### src/sv/gccg_pkg.sv
`timescale 1ns / 1ps
package gccg_pkg;

    localparam int unsigned COV_W     = 8;
    localparam int unsigned CFG_IDX_W = 2;
    localparam int unsigned CFG_DAT_W = 17;
    localparam int unsigned CON_W     = 17;

    localparam logic [COV_W-1:0] COV_MAX   = 8'd255;
    // rounding offset: half of 255 * 65536
    localparam logic [30:0]      HALF_DEN  = 31'd8355840;
    // floor(x / 255) ~= (x * 257) >> 16, one short at most
    localparam logic [8:0]       RECIP_255 = 9'd257;

    localparam logic [CFG_IDX_W-1:0] CFG_LCD_MODE  = 2'd0;
    localparam logic [CFG_IDX_W-1:0] CFG_BGR_ORDER = 2'd1;
    localparam logic [CFG_IDX_W-1:0] CFG_CONTRAST  = 2'd2;
    localparam logic [CFG_IDX_W-1:0] CFG_GAMMA_EN  = 2'd3;

    localparam logic ACT_LOAD  = 1'b0;
    localparam logic ACT_PIXEL = 1'b1;

    typedef struct packed {
        logic             adv;
        logic             wr_en;
        logic [COV_W-1:0] wr_idx;
        logic [COV_W-1:0] wr_val;
        logic [CON_W-1:0] contrast;
        logic             gamma_en;
    } t_lane_ctl;

    typedef struct packed {
        logic adv;
        logic valid;
        logic lcd_mode;
        logic bgr_order;
    } t_merge_ctl;

endpackage

### src/sv/gccg_lane.sv
`timescale 1ns / 1ps
module gccg_lane import gccg_pkg::*; (
    input  logic             i_clk,
    input  t_lane_ctl        i_ctl,
    input  logic [COV_W-1:0] i_cov,
    output logic [COV_W-1:0] o_res
);

    logic [COV_W-1:0] r_gamma [256];

    logic [COV_W-1:0] r_v1;
    logic [13:0]      r_prod1;
    logic [COV_W-1:0] r_v2;
    logic [14:0]      r_x2;
    logic [COV_W-1:0] r_r3;
    logic             r_byp3;
    logic [COV_W-1:0] r_rd4;
    logic [COV_W-1:0] r_bv4;
    logic             r_byp4;

    logic [15:0]      n_full;
    logic [13:0]      n_prod1;
    logic [30:0]      n_sum2;
    logic [23:0]      n_recip;
    logic [COV_W-1:0] n_q0;
    logic [15:0]      n_rem;
    logic [COV_W-1:0] n_q;
    logic [8:0]       n_sum3;
    logic [COV_W-1:0] n_r3;
    logic             n_end;

    always_comb begin
        n_full  = 16'(COV_MAX - i_cov) * 16'(i_cov);
        n_prod1 = n_full[13:0];
        n_sum2  = 31'(r_prod1) * 31'(i_ctl.contrast) + HALF_DEN;
        // divide the upper part by 255 with one correction step
        n_recip = 24'(r_x2) * 24'(RECIP_255);
        n_q0    = n_recip[23:16];
        n_rem   = 16'(r_x2) - 16'(n_q0) * 16'(COV_MAX);
        n_q     = (n_rem >= 16'(COV_MAX)) ? n_q0 + 8'd1 : n_q0;
        n_sum3  = 9'(r_v2) + 9'(n_q);
        n_r3    = n_sum3[8] ? COV_MAX : n_sum3[7:0];
        n_end   = (r_v2 == 8'd0) || (r_v2 == COV_MAX);
    end

    always_ff @(posedge i_clk) begin
        if (i_ctl.adv) begin
            r_v1    <= i_cov;
            r_prod1 <= n_prod1;
            r_v2    <= r_v1;
            r_x2    <= n_sum2[30:16];
            r_r3    <= n_r3;
            r_byp3  <= n_end || !i_ctl.gamma_en;
            r_bv4   <= r_r3;
            r_byp4  <= r_byp3;
        end
    end

    // table write and lookup sit in the same stage, so loads and pixels keep order
    always_ff @(posedge i_clk) begin
        if (i_ctl.adv && i_ctl.wr_en) begin
            r_gamma[i_ctl.wr_idx] <= i_ctl.wr_val;
        end
    end

    always_ff @(posedge i_clk) begin
        if (i_ctl.adv) begin
            r_rd4 <= r_gamma[r_r3];
        end
    end

    assign o_res = r_byp4 ? r_bv4 : r_rd4;

endmodule

### config.mk
export PLATFORM = sky130hd
export DESIGN_NAME = gccg_lane
export DESIGN_NICKNAME = d
export VERILOG_FILES = /design/src/sv/gccg_pkg.sv /design/src/sv/gccg_lane.sv
export SDC_FILE = /design/constraint.sdc
export NUM_CORES = 2
export LEC_CHECK = 0
export ABC_AREA = 1
export BUFFER_PORTS_ARGS = -buffer_cell sky130_fd_sc_hd__buf_4
export CORE_MARGIN = 5
export CORE_UTILIZATION = 25
export DETAILED_ROUTE_END_ITERATION = 8
export HOLD_SLACK_MARGIN = 0.02
export PLACE_DENSITY = 0.44
export REMOVE_ABC_BUFFERS = 1
export SLEW_MARGIN = 30
export SYNTH_ARGS = -nofsm -noshare
export SYNTH_HDL_FRONTEND = slang
export SYNTH_SLANG_ARGS = --single-unit
### constraint.sdc
create_clock -name i_clk -period 14.68 [get_ports i_clk]
set_input_delay 1.468 -clock i_clk [delete_from_list [all_inputs] [get_ports i_clk]]
set_output_delay 1.468 -clock i_clk [all_outputs]
set_load 0.02 [all_outputs]
==> flow_metrics.py <==
metrics = {
    "cells_and_area": {
        "stdcell_area_um2": 111000,
        "final_nets": 9236,
        "syn2layout_area_growth_pct": 12.3,
        "drive_gt1_frac": 0.0535,
    },
    "clocking": {
        "cts_root_buf": "clkbuf_16",
        "cts_sinks": 2118,
        "clk_pin_slew_ns": 0.06,
        "clock_latency_ns": 0.91,
        "cts_resized": 0,
        "numCtsBuffers": 227,
        "postCtsSetupBuffers": 0,
        "htreeDepth": 4,
        "cts_hold_buf": 0,
        "ctsLongestPathBuffers": 4,
        "cts_tree": "built",
    },
    "timing": {
        "worst_slack_ns": 5.55,
        "relSlewSlack": 0.313,
        "rsz0062_at_grt": "no",
        "setup_viol": 0,
        "slew_viol_final": 0,
        "holdWs_ns": 0.419,
        "worst_slew_pin_slew_ns": 1.03,
        "final.min_clock_period_ns": 9.13,
        "fin_skew_ns": 0.101,
        "hold_viol": 0,
        "finalCritPeriodShare": 0.622,
        "max_freq_ghz": 0.110,
    },
    "critical_path": {
        "reg2reg_from": "r_x2[3]",
        "cp-end-kind": "flip-flop",
        "cpMostUsedCell": "nand2_1",
        "start_kind": "flip-flop",
        "critical_path_peak_fanout": 9,
        "critical_path_arrival_ns": 9.67,
        "crit_required_ns": 15.22,
        "path_class": "reg2reg",
        "crit_path_start": "r_x2[3]",
        "cpPeakStageDelay_ns": 0.55,
        "crit_slowest_cell": "edfxtp_1",
    },
    "routing": {
        "wl_per_cell_um": 21.0,
        "drt_iter0_drc": 5532,
        "drc": 0,
        "drt.antenna.violating_nets": 0,
        "vias": 64900,
        "wl_um": 297000,
        "vias_per_cell": 4.58,
        "firstDrtPassIters": 6,
    },
    "synth": {
        "ys_seq_area_frac": 0.646,
        "async_reset_ff_frac": 0,
        "synth_edf_count": 2118,
        "synth-compound-area-share": 0.00602,
        "synth_most_common_cell": "nand2_1",
        "yosys.area_share.adder": 0.0739,
        "netlist_instances": 8895,
        "synthXorXnorAreaFrac": 0.00311,
        "synth_top_family_by_area": "simple AND/OR/NAND/NOR gates",
        "synthFlopType": "edfxtp_1",
        "synth_top_cells_by_area": "edfxtp_1 (65%), nand3_1 (11%), nand2_1 (10%), fa_1 (4.6%), ha_1 (2.8%)",
        "synth-simple-area-share": 0.223,
        "ys_ff_latch": 2118,
        "syn_area_per_cell_um2": 11.1,
        "ys_warn_count": 0,
        "synth_mux_area_frac": 0.000915,
        "yosys.area.top_type_share": 0.646,
        "synth_top_area_cell": "edfxtp_1",
        "syn_area_um2": 98500,
        "synth_common_cells": "nand2_1 (2613), edfxtp_1 (2118), nand3_1 (2074), inv_1 (529), nor2_1 (380)",
        "ys_types": 41,
    },
    "grt": {
        "grt_pass1_wl_um": 439000,
        "first_global_vias": 64700,
        "grtUsageTotal": 0.141,
        "grt_max_degree": 170,
        "overflow": 0,
        "grt_antenna_before_repair": 9,
    },
    "outcome": {
        "status": "finished, final reports clean",
    },
    "min_path": {
        "hp-start": "r_v1[1]",
        "hold_path.class": "reg2reg",
    },
    "die": {
        "fp.dieH_um": 638,
        "initial_core_util": 0.251,
        "core_um2": 393000,
        "die_w_um": 638,
        "die-area_um2": 406000,
        "pin_count": 53,
        "num_rows": 230,
    },
    "placement": {
        "portBuffers": 52,
        "pre_cts_ws_ns": 5.61,
        "gp_congestion": 0.822,
        "place_area_um2": 104000,
        "dp_hpwl_um": 176000,
    },
    "job": {
        "drv_cap": 0,
    },
}
==> metrics by stage <==
step                TNS [ns]  instances   util
floorplan            -235.72       8365      -
global placement           0      13700  0.264
detailed placement         0      13700  0.264
CTS                        0      14200  0.282
global route               0      14200  0.282
finish                     0      14200  0.282
==> state kept, by name, indices dropped and copies added (netlist names) <==
signal and cells:
r_bv4 8, r_byp3 1, r_byp4 1, r_gamma 2048, r_prod1 13, r_r3 8
r_rd4 8, r_v1 8, r_v2 8, r_x2 15
==> cell usage in the layout (no fill, tap or decap), drive strengths merged, types with 5 or more instances in the layout <==
master and count:
a21o 8, a21oi 57, buf 152, bufinv 9, clkbuf 295, clkinv 101, edfxtp 2118, fa 227
ha 218, inv 540, mux2 8, nand2 2614, nand3 2074, nand3b 5, nand4 21, nor2 384
nor3 7, o21ai 28, xnor2 18, xor2 17
==> final cells by class <==
cell class	count	area (um^2)
antenna	3	7.51
clock buffer	295	6040
clock inverter	118	810
fill	40700	282000
inverter	536	2050
multi-input combinational	5711	30200
sequential	2118	63600
tap	5220	6530
timing repair buffer	152	1310
==> worst max-delay path: cells and delay by family, from the launching register on <==
family	cells	cell delay, ns
buffers and inverters	3	0.36
XOR/XNOR	1	0.32
AND/OR/NAND/NOR	17	2.24
adder cells (fa/ha/maj)	11	4.00
flip-flops	1	0.55
AO/OA/AOI/OAI	7	1.38
==> final timing paths <==
path	endpoint	slack [ns]	cells after the start
max reg2reg	r_r3[5]	5.55	39
min reg2reg	r_v2[1]	0.42	0
max	r_r3[5]	5.55	39
min	r_v2[1]	0.42	0
==> cell families (layout without fill, tap and decap cells) <==
| group | count (synthesis) | in the layout |
|---|---|---|
| simple gates | 5116 | 5116 |
| flops | 2118 | 2118 |
| buf+inv | 1066 | 1101 |
| fa+ha+maj | 445 | 445 |
| compound gates | 107 | 107 |
| xor+xnor | 35 | 35 |
| mux | 8 | 8 |
| other cells | 0 | 3 |
==> per-layer routing <==
layer,share of wire,track usage
met5,0,0
met4,0.023,0.0349
met3,0.050,0.0162
met2,0.48,0.236
met1,0.45,0.196
Power is not shown: default switching activity piles up to over one toggle a cycle in this logic, so the estimate is an artifact.
