`config.mk`:
```
export PLATFORM = sky130hd
export DESIGN_NAME = gccg_merge
export DESIGN_NICKNAME = d
export VERILOG_FILES = /design/src/sv/gccg_pkg.sv /design/src/sv/gccg_merge.sv
export SDC_FILE = /design/constraint.sdc
export NUM_CORES = 1
export LEC_CHECK = 0
export BUFFER_PORTS_ARGS = -buffer_cell sky130_fd_sc_hd__buf_2
export CAP_MARGIN = 20
export CORE_ASPECT_RATIO = 1.1
export CORE_UTILIZATION = 46
export DETAILED_ROUTE_END_ITERATION = 12
export PLACE_DENSITY = 0.8
export SLEW_MARGIN = 0
export SYNTH_ARGS = -nofsm -noshare
export SYNTH_HDL_FRONTEND = slang
export SYNTH_SLANG_ARGS = --single-unit
```
`constraint.sdc`:
```
create_clock -name i_clk -period 3.8 [get_ports i_clk]
set_clock_uncertainty 0.1 [all_clocks]
set_input_delay 0.57 -clock i_clk [delete_from_list [all_inputs] [get_ports i_clk]]
set_output_delay 0.57 -clock i_clk [all_outputs]
set_load 0.01 [all_outputs]
```
`src/sv/gccg_pkg.sv`:
```
`timescale 1ns / 1ps
package gccg_pkg;

    localparam int unsigned COV_W     = 8;
    localparam int unsigned CFG_IDX_W = 2;
    localparam int unsigned CFG_DAT_W = 17;
    localparam int unsigned CON_W     = 17;

    localparam logic [COV_W-1:0] COV_MAX   = 8'd255;
    // rounding offset: half of 255 * 65536
    localparam logic [30:0]      HALF_DEN  = 31'd8355840;
    // floor(x / 255) ~= (x * 257) >> 16, one short at most
    localparam logic [8:0]       RECIP_255 = 9'd257;

    localparam logic [CFG_IDX_W-1:0] CFG_LCD_MODE  = 2'd0;
    localparam logic [CFG_IDX_W-1:0] CFG_BGR_ORDER = 2'd1;
    localparam logic [CFG_IDX_W-1:0] CFG_CONTRAST  = 2'd2;
    localparam logic [CFG_IDX_W-1:0] CFG_GAMMA_EN  = 2'd3;

    localparam logic ACT_LOAD  = 1'b0;
    localparam logic ACT_PIXEL = 1'b1;

    typedef struct packed {
        logic             adv;
        logic             wr_en;
        logic [COV_W-1:0] wr_idx;
        logic [COV_W-1:0] wr_val;
        logic [CON_W-1:0] contrast;
        logic             gamma_en;
    } t_lane_ctl;

    typedef struct packed {
        logic adv;
        logic valid;
        logic lcd_mode;
        logic bgr_order;
    } t_merge_ctl;

endpackage

```
`src/sv/gccg_merge.sv`:
```
`timescale 1ns / 1ps
module gccg_merge import gccg_pkg::*; (
    input  logic               i_clk,
    input  logic               i_rst_n,
    input  t_merge_ctl         i_ctl,
    input  logic [COV_W-1:0]   i_res_first,
    input  logic [COV_W-1:0]   i_res_second,
    input  logic [COV_W-1:0]   i_res_third,
    output logic               o_valid,
    output logic [4*COV_W-1:0] o_data
);

    logic               r_valid;
    logic [4*COV_W-1:0] r_data;

    logic [COV_W-1:0]   n_r;
    logic [COV_W-1:0]   n_g;
    logic [COV_W-1:0]   n_b;
    logic [COV_W-1:0]   n_a;
    logic [4*COV_W-1:0] n_data;

    always_comb begin
        n_r = i_ctl.bgr_order ? i_res_third : i_res_first;
        n_g = i_res_second;
        n_b = i_ctl.bgr_order ? i_res_first : i_res_third;
        n_a = (n_r > n_g) ? n_r : n_g;
        n_a = (n_a > n_b) ? n_a : n_b;
        if (i_ctl.lcd_mode) begin
            n_data = {n_a, n_b, n_g, n_r};
        end else begin
            n_data = {24'd0, i_res_first};
        end
    end

    always_ff @(posedge i_clk) begin
        if (!i_rst_n) begin
            r_valid <= 1'b0;
        end else if (i_ctl.adv) begin
            r_valid <= i_ctl.valid;
        end
    end

    always_ff @(posedge i_clk) begin
        if (i_ctl.adv) begin
            r_data <= n_data;
        end
    end

    assign o_valid = r_valid;
    assign o_data  = r_data;

endmodule

```
==> results of run 1 <==
kinds of logic after synthesis:
group / after synthesis / share of synthesized area (%)
AND/OR/NAND/NOR: 67 / 16.0
AO/OA/AOI/OAI: 38 / 12.8
flip-flops: 33 / 48.3
multiplexers: 18 / 9.43
buffers and inverters: 16 / 3.64
adder cells (fa/ha/maj): 16 / 9.86
layer usage:
| metal | wire, um | share of wire [%] | track usage [%] | vias up |
|---|---|---|---|---|
| met5 | 0 | 0 | 0 | - |
| met4 | 204 | 3.2 | 9.42 | 0 |
| met3 | 378 | 6.0 | 4.30 | 22 |
| met2 | 3240 | 51 | 40.3 | 99 |
| met1 | 2510 | 40 | 30.4 | 940 |
| li1 | - | - | - | 911 |
metrics by stage:
stage / instance area [um2] / total power, uW
after global routing: 3100 / 1320
after floorplan: 2110 / 692
after global placement: 2710 / 855
after detailed placement: 2710 / 867
after CTS: 2820 / 1160
final: 3100 / 1270
final cells by class:
| class | instances | area share [%] |
|---|---|---|
| Clock inverter | 1 | 0.161 |
| Inverter | 9 | 1.09 |
| Timing Repair Buffer | 106 | 21.4 |
| Multi-Input combinational cell | 140 | 40.5 |
| Sequential cell | 33 | 31.6 |
| Tap cell | 52 | 2.10 |
| Clock buffer | 7 | 3.11 |
timing repair:
item / in CTS / in global routing
pin swaps: 1 / 15
setup endpoints to repair: 1 / 8
endpoints found under the hold margin: 0 / 0
gates cloned: 0 / 1
setup buffers: 0 / 10
gates resized for setup: 3 / 46
worst max-delay path: cells and delay by family:
kind	cells	cell delay (ns)
simple gates	5	0.91
compound gates	5	0.87
buf+inv	4	0.61
fa+ha+maj	2	0.59
mux	1	0.32
power groups by stage:
stage               Clock, uW  Combinational [uW]  Sequential (uW)
finish                    290                 521              456
global route              306                 551              459
CTS                       295                 408              456
detailed placement          0                 403              464
global placement            0                 393              463
floorplan                   0                 204              487
layout by cell type, fill, tap and decap left out, drive strengths merged, types with 2 or more instances in the layout:
master  count
ha         16
clkbuf      7
nand4       3
nor2b       3
a21oi      11
and2        5
mux2        9
o211ai      2
o2111a      2
mux2i       9
a211oi      2
inv         9
o21ai      11
o31ai       8
edfxtp     32
buf       106
nor3        7
nor2       42
how the worst min path moves through the flow:
| stage | depth (start not counted) | slack, ns | start | endpoint |
|---|---|---|---|---|
| after floorplan | 2 | 0.44 | o_valid$_SDFFE_PN0P_ | o_valid$_SDFFE_PN0P_ |
| after global placement | 2 | 0.39 | o_valid$_SDFFE_PN0P_ | o_valid$_SDFFE_PN0P_ |
| after detailed placement | 2 | 0.41 | o_valid$_SDFFE_PN0P_ | o_valid$_SDFFE_PN0P_ |
| after CTS | 2 | 0.38 | i_rst_n | o_valid$_SDFFE_PN0P_ |
| after global routing | 2 | 0.39 | i_rst_n | o_valid$_SDFFE_PN0P_ |
| final | 2 | 0.39 | i_rst_n | o_valid$_SDFFE_PN0P_ |
registers in the layout, summed over array words and instances (netlist names):
| name | cells |
|---|---|
| o_valid | 1 |
| o_data | 32 |
==> impl_metrics.ini, run 1 <==
[yosys]
yosys.cell_types.count = 37
ys.flop_type = edfxtp_1
syn_avg_cell_area_um2 = 10.8
ys_ff_latch = 33
yosysMostFrequentCell = nor2_1
syn-num-nets = 234
yosysWarnings = 0
synth_area_um2 = 2030
yosysTopAreaCell = edfxtp_1
synthCells = 188
synth_top_area_share_pct = 47.3
synth_edf_count = 32
ys_seq_area_share_pct = 48.3
yosys-top-cells-area = edfxtp_1, ha_1, nor2_1
ys_async_sr_fraction_pct = 0
synth_common_cells = nor2_1, edfxtp_1, ha_1, a21oi_1, o21ai_0

[pwr]
pwr-share-comb_pct = 41.1
intPower_uw = 851
netSwitchingFraction_pct = 32.8
vdd_ir_drop_max_mv = 0.244
power_leakage_uw = 0.00135
p_switching_uw = 415
powerDensity_nw_per_um2 = 409
seq_power_share_pct = 36.0
pwr-share-clk_pct = 22.9

[placed_design]
place_inst = 330
portBuffers = 62
pre_cts_ws_ns = -0.315
gp_congestion = 0.931
place_hpwl_mm = 4.04

[floorplanning]
dieArea_um2 = 4680
io_pins = 63
die_w_um = 65.3
fp.dieH_um = 71.7
initial_core_util_pct = 49.7
row_count = 24
core_um2 = 4080

[timing]
timing.final.crit_share_pct = 104
slew_headroom_pct = 50.6
fin_tns_setup_ns = -0.603
finalSetupViolations = 7
finalHoldViolCount = 0
worst_hold_slack_ns = 0.386
worst_slack_ns = -0.140
worst-slew-pin-transition_ns = 0.742
finalMaxSlewViolations = 0
fin_crit_ns = 3.94
fmax_mhz = 254

[drt]
drtAntennaViolNets = 0
num_vias = 1972
drt-total-wl_mm = 6.33
dr.pass1.iters = 4
viasPerCell = 5.67
wl_per_cell_um = 18.2
drtIter0Drc = 151
drcViolationCount = 0

[final_layout]
area.growth.synth_to_final_pct = 52.8
drive_gt1_share_pct = 56.8
fillers = 270
antenna_cells = 0
seq_area_um2 = 981
nets = 341
final_cells = 348
multiInputGateArea_um2 = 1260
final_util_pct = 75.9

[worst_setup_path]
crit_end = o_data[27]$_SDFFCE_PN0P_
regToRegEndpoint = o_valid$_SDFFE_PN0P_
crit_slowest_cell = mux2_4
arrival_ns = 3.87
cp-start-kind = primary input
worstSetupStartpoint = i_ctl[0]
cp.required_ns = 3.73
path_class = primary input to flop
cp_max_fo = 7
worstPathCellList = buf_6 > buf_12 > mux2_4 > ha_4 > o21ai_4 > o211ai_1 > nand2_2 > buf_4 > nor3_4 > nor2_1 > ha_1 > and2_1 > o21ai_0 > and4bb_2 > buf_4 > o21ai_0 > o31ai_2
r2r-start = o_valid$_SDFFE_PN0P_
r2r_slack_ns = 3.09
cp_slowest_stage_delay_ns = 0.32
reg2reg_depth = 2
end_kind = flop

[clocking]
root_buffer = clkbuf_8
cts_buffers = 5
cts_tree = built
clk_latency_ns = 0.29
ctsHtreeMaxLevel = 2
cts.sinks = 33
holdBufCountCts = 0
cts.clk_slew.worst_paths_ns = 0.06
clockBufferDepth = 2

[grt]
grt_pass1_wl_mm = 8.44
grt.overflow.total = 0
antenna_found_initial = 0
first_global_vias = 1832
grt_max_degree = 34
grt_usage_pct = 24.0

[run]
cap_viol_max_count = 0

[status]
status = finished, violations left
violations = setup timing

[min_path]
hp-class = primary input to flop
Note: power is estimated with default switching activity, not from simulation.
==> inputs of run 2 (changes only) <==
--- a/config.mk
+++ b/config.mk
@@ -9,8 +9,9 @@
 export CAP_MARGIN = 20
 export CORE_ASPECT_RATIO = 1.1
 export CORE_UTILIZATION = 46
+export CTS_CLUSTER_SIZE = 16
 export DETAILED_ROUTE_END_ITERATION = 12
-export PLACE_DENSITY = 0.8
+export PLACE_DENSITY = 0.76
 export SLEW_MARGIN = 0
 export SYNTH_ARGS = -nofsm -noshare
 export SYNTH_HDL_FRONTEND = slang
==> run 2 against run 1 <==
Net effect:
- the run now ends clean
- total power increased by 1.1%
- global-route usage fell by 0.36 points
- sequential cell count stayed put
- register-to-register slack improved by 0.02 ns
==> impl_metrics.ini, run 2 (synthesized netlist as in run 1, its figures left out) <==
[worst_setup_path]
worstSetupStartpoint = i_ctl[0]
cp-start-kind = primary input
cp_max_fo = 7
arrival_ns = 3.81
end_kind = flop
r2r-start = o_valid$_SDFFE_PN0P_
path_class = primary input to flop
cp.required_ns = 3.82

[clocking]
ctsHtreeMaxLevel = 2
clk_latency_ns = 0.28
holdBufCountCts = 0
cts_tree = built
cts.sinks = 33
cts_buffers = 5
root_buffer = clkbuf_8
cts.clk_slew.worst_paths_ns = 0.07
clockBufferDepth = 2

[timing]
slew_headroom_pct = 49.1
finalMaxSlewViolations = 0
fin_tns_setup_ns = 0
finalHoldViolCount = 0
worst-slew-pin-transition_ns = 0.764
fin_crit_ns = 3.79
finalSetupViolations = 0
fmax_mhz = 264
timing.final.crit_share_pct = 99.8

[drt]
drtIter0Drc = 108
drcViolationCount = 0
drt-total-wl_mm = 5.86
dr.pass1.iters = 4
drtAntennaViolNets = 0
num_vias = 1872
wl_per_cell_um = 16.9
met2_length_mm = 3.02
wl_met1_mm = 2.48
route.met3.wl_um = 219
top_layer = met4
viasPerCell = 5.39

[floorplanning]
fp.dieH_um = 71.7
row_count = 24
dieArea_um2 = 4680
initial_core_util_pct = 49.7
die_w_um = 65.3
core_um2 = 4080
io_pins = 63

[final_layout]
mostFrequentLayoutCell = buf_2
drive_gt1_share_pct = 59.3
antenna_cells = 0
nets = 340
largest_reg_flops = 32
final_util_pct = 77.3
area.growth.synth_to_final_pct = 55.5
final_cell_mix = buf_2, buf_4, nor2_1
finalInstanceArea_um2 = 3160

[placed_design]
place_area_um2 = 2710
place_hpwl_mm = 3.73
portBuffers = 62
gp_congestion = 0.943

[grt]
antenna_found_initial = 0
grt.overflow.total = 0
grt_pass1_wl_mm = 8.42
first_global_vias = 1890
grt_max_degree = 34
grt_usage_pct = 23.6

[status]
status = finished clean

[run]
cap_viol_max_count = 0

[pwr]
vdd_ir_drop_max_mv = 0.231
powerDensity_nw_per_um2 = 406
power_leakage_uw = 0.00135

[min_path]
worstHoldStart = i_rst_n
hp-class = primary input to flop
==> run 2: cell count changes in the layout (fill, tap and decap cells not counted), moves of 4 or more <==
cell | previous run | this run
nor2_2 | 1 | 5
a21oi_2 | 7 | 2
a21oi_4 | 2 | 6
nor2_1 | 41 | 37
o21ai_2 | 0 | 6
==> run 2: where the power goes <==
part	internal, uW	total (uW)	switching [uW]
Clock	148	275	128
Sequential	448	456	8.03
Combinational	253	549	296
Total	848	1280	432
==> run 2: path summary, 6_finish.rpt <==
kind,to,slack (ns),depth (start not counted)
setup / recovery,o_data[26]$_SDFFCE_PN0P_,0.006,16
hold / removal,o_valid$_SDFFE_PN0P_,0.39,2
setup reg to reg,o_valid$_SDFFE_PN0P_,3.11,2
hold reg to reg,o_valid$_SDFFE_PN0P_,0.42,2
==> run 2: critical path, stage by stage <==
cell and delay (ns):
buf_6 0.11, buf_6 0.13, mux2_4 0.32, ha_4 0.28, o21ai_2 0.06, o211ai_1 0.31
buf_4 0.18, and2_4 0.26, a21oi_4 0.08, nor2_1 0.15, ha_1 0.26, and4_4 0.22
nand4_1 0.14, o31a_1 0.23, nand3_4 0.21, o31ai_2 0.28
==> run 2: per-layer routing <==
layer / track usage (%) / vias to the layer above
met3: 4.78 / 13
met5: 0 / -
met4: 8.45 / 0
li1: - / 907
met2: 40.9 / 54
met1: 28.9 / 898
==> run 2: cell type report <==
cell class,count,area [um2]
clock buffers,8,90.1
fillers,268,928
inverters,9,33.8
multi-input cells,139,1340
flip-flops and latches,33,981
well taps,52,65.1
repair buffers,106,651
==> run 2: through the flow <==
step | power, uW | cells | setup slack [ns] | hold slack (ns)
3_3_place_gp | 848 | 331 | -0.293 | 0.391
5_1_grt | 1340 | 347 | -0.0831 | 0.407
4_1_cts | 1150 | 340 | 0.00908 | 0.395
3_5_place_dp | 857 | 331 | -0.313 | 0.409
6_report | 1280 | 347 | 0.00605 | 0.389
2_1_floorplan | 692 | 188 | 0.00200 | 0.438
==> run 2: timing repair <==
| item | in CTS | in global routing |
|---|---|---|
| pin swaps | 2 | 18 |
| resized for setup | 14 | 52 |
| setup endpoints to repair | 5 | 8 |
| setup buffers | 1 | 7 |
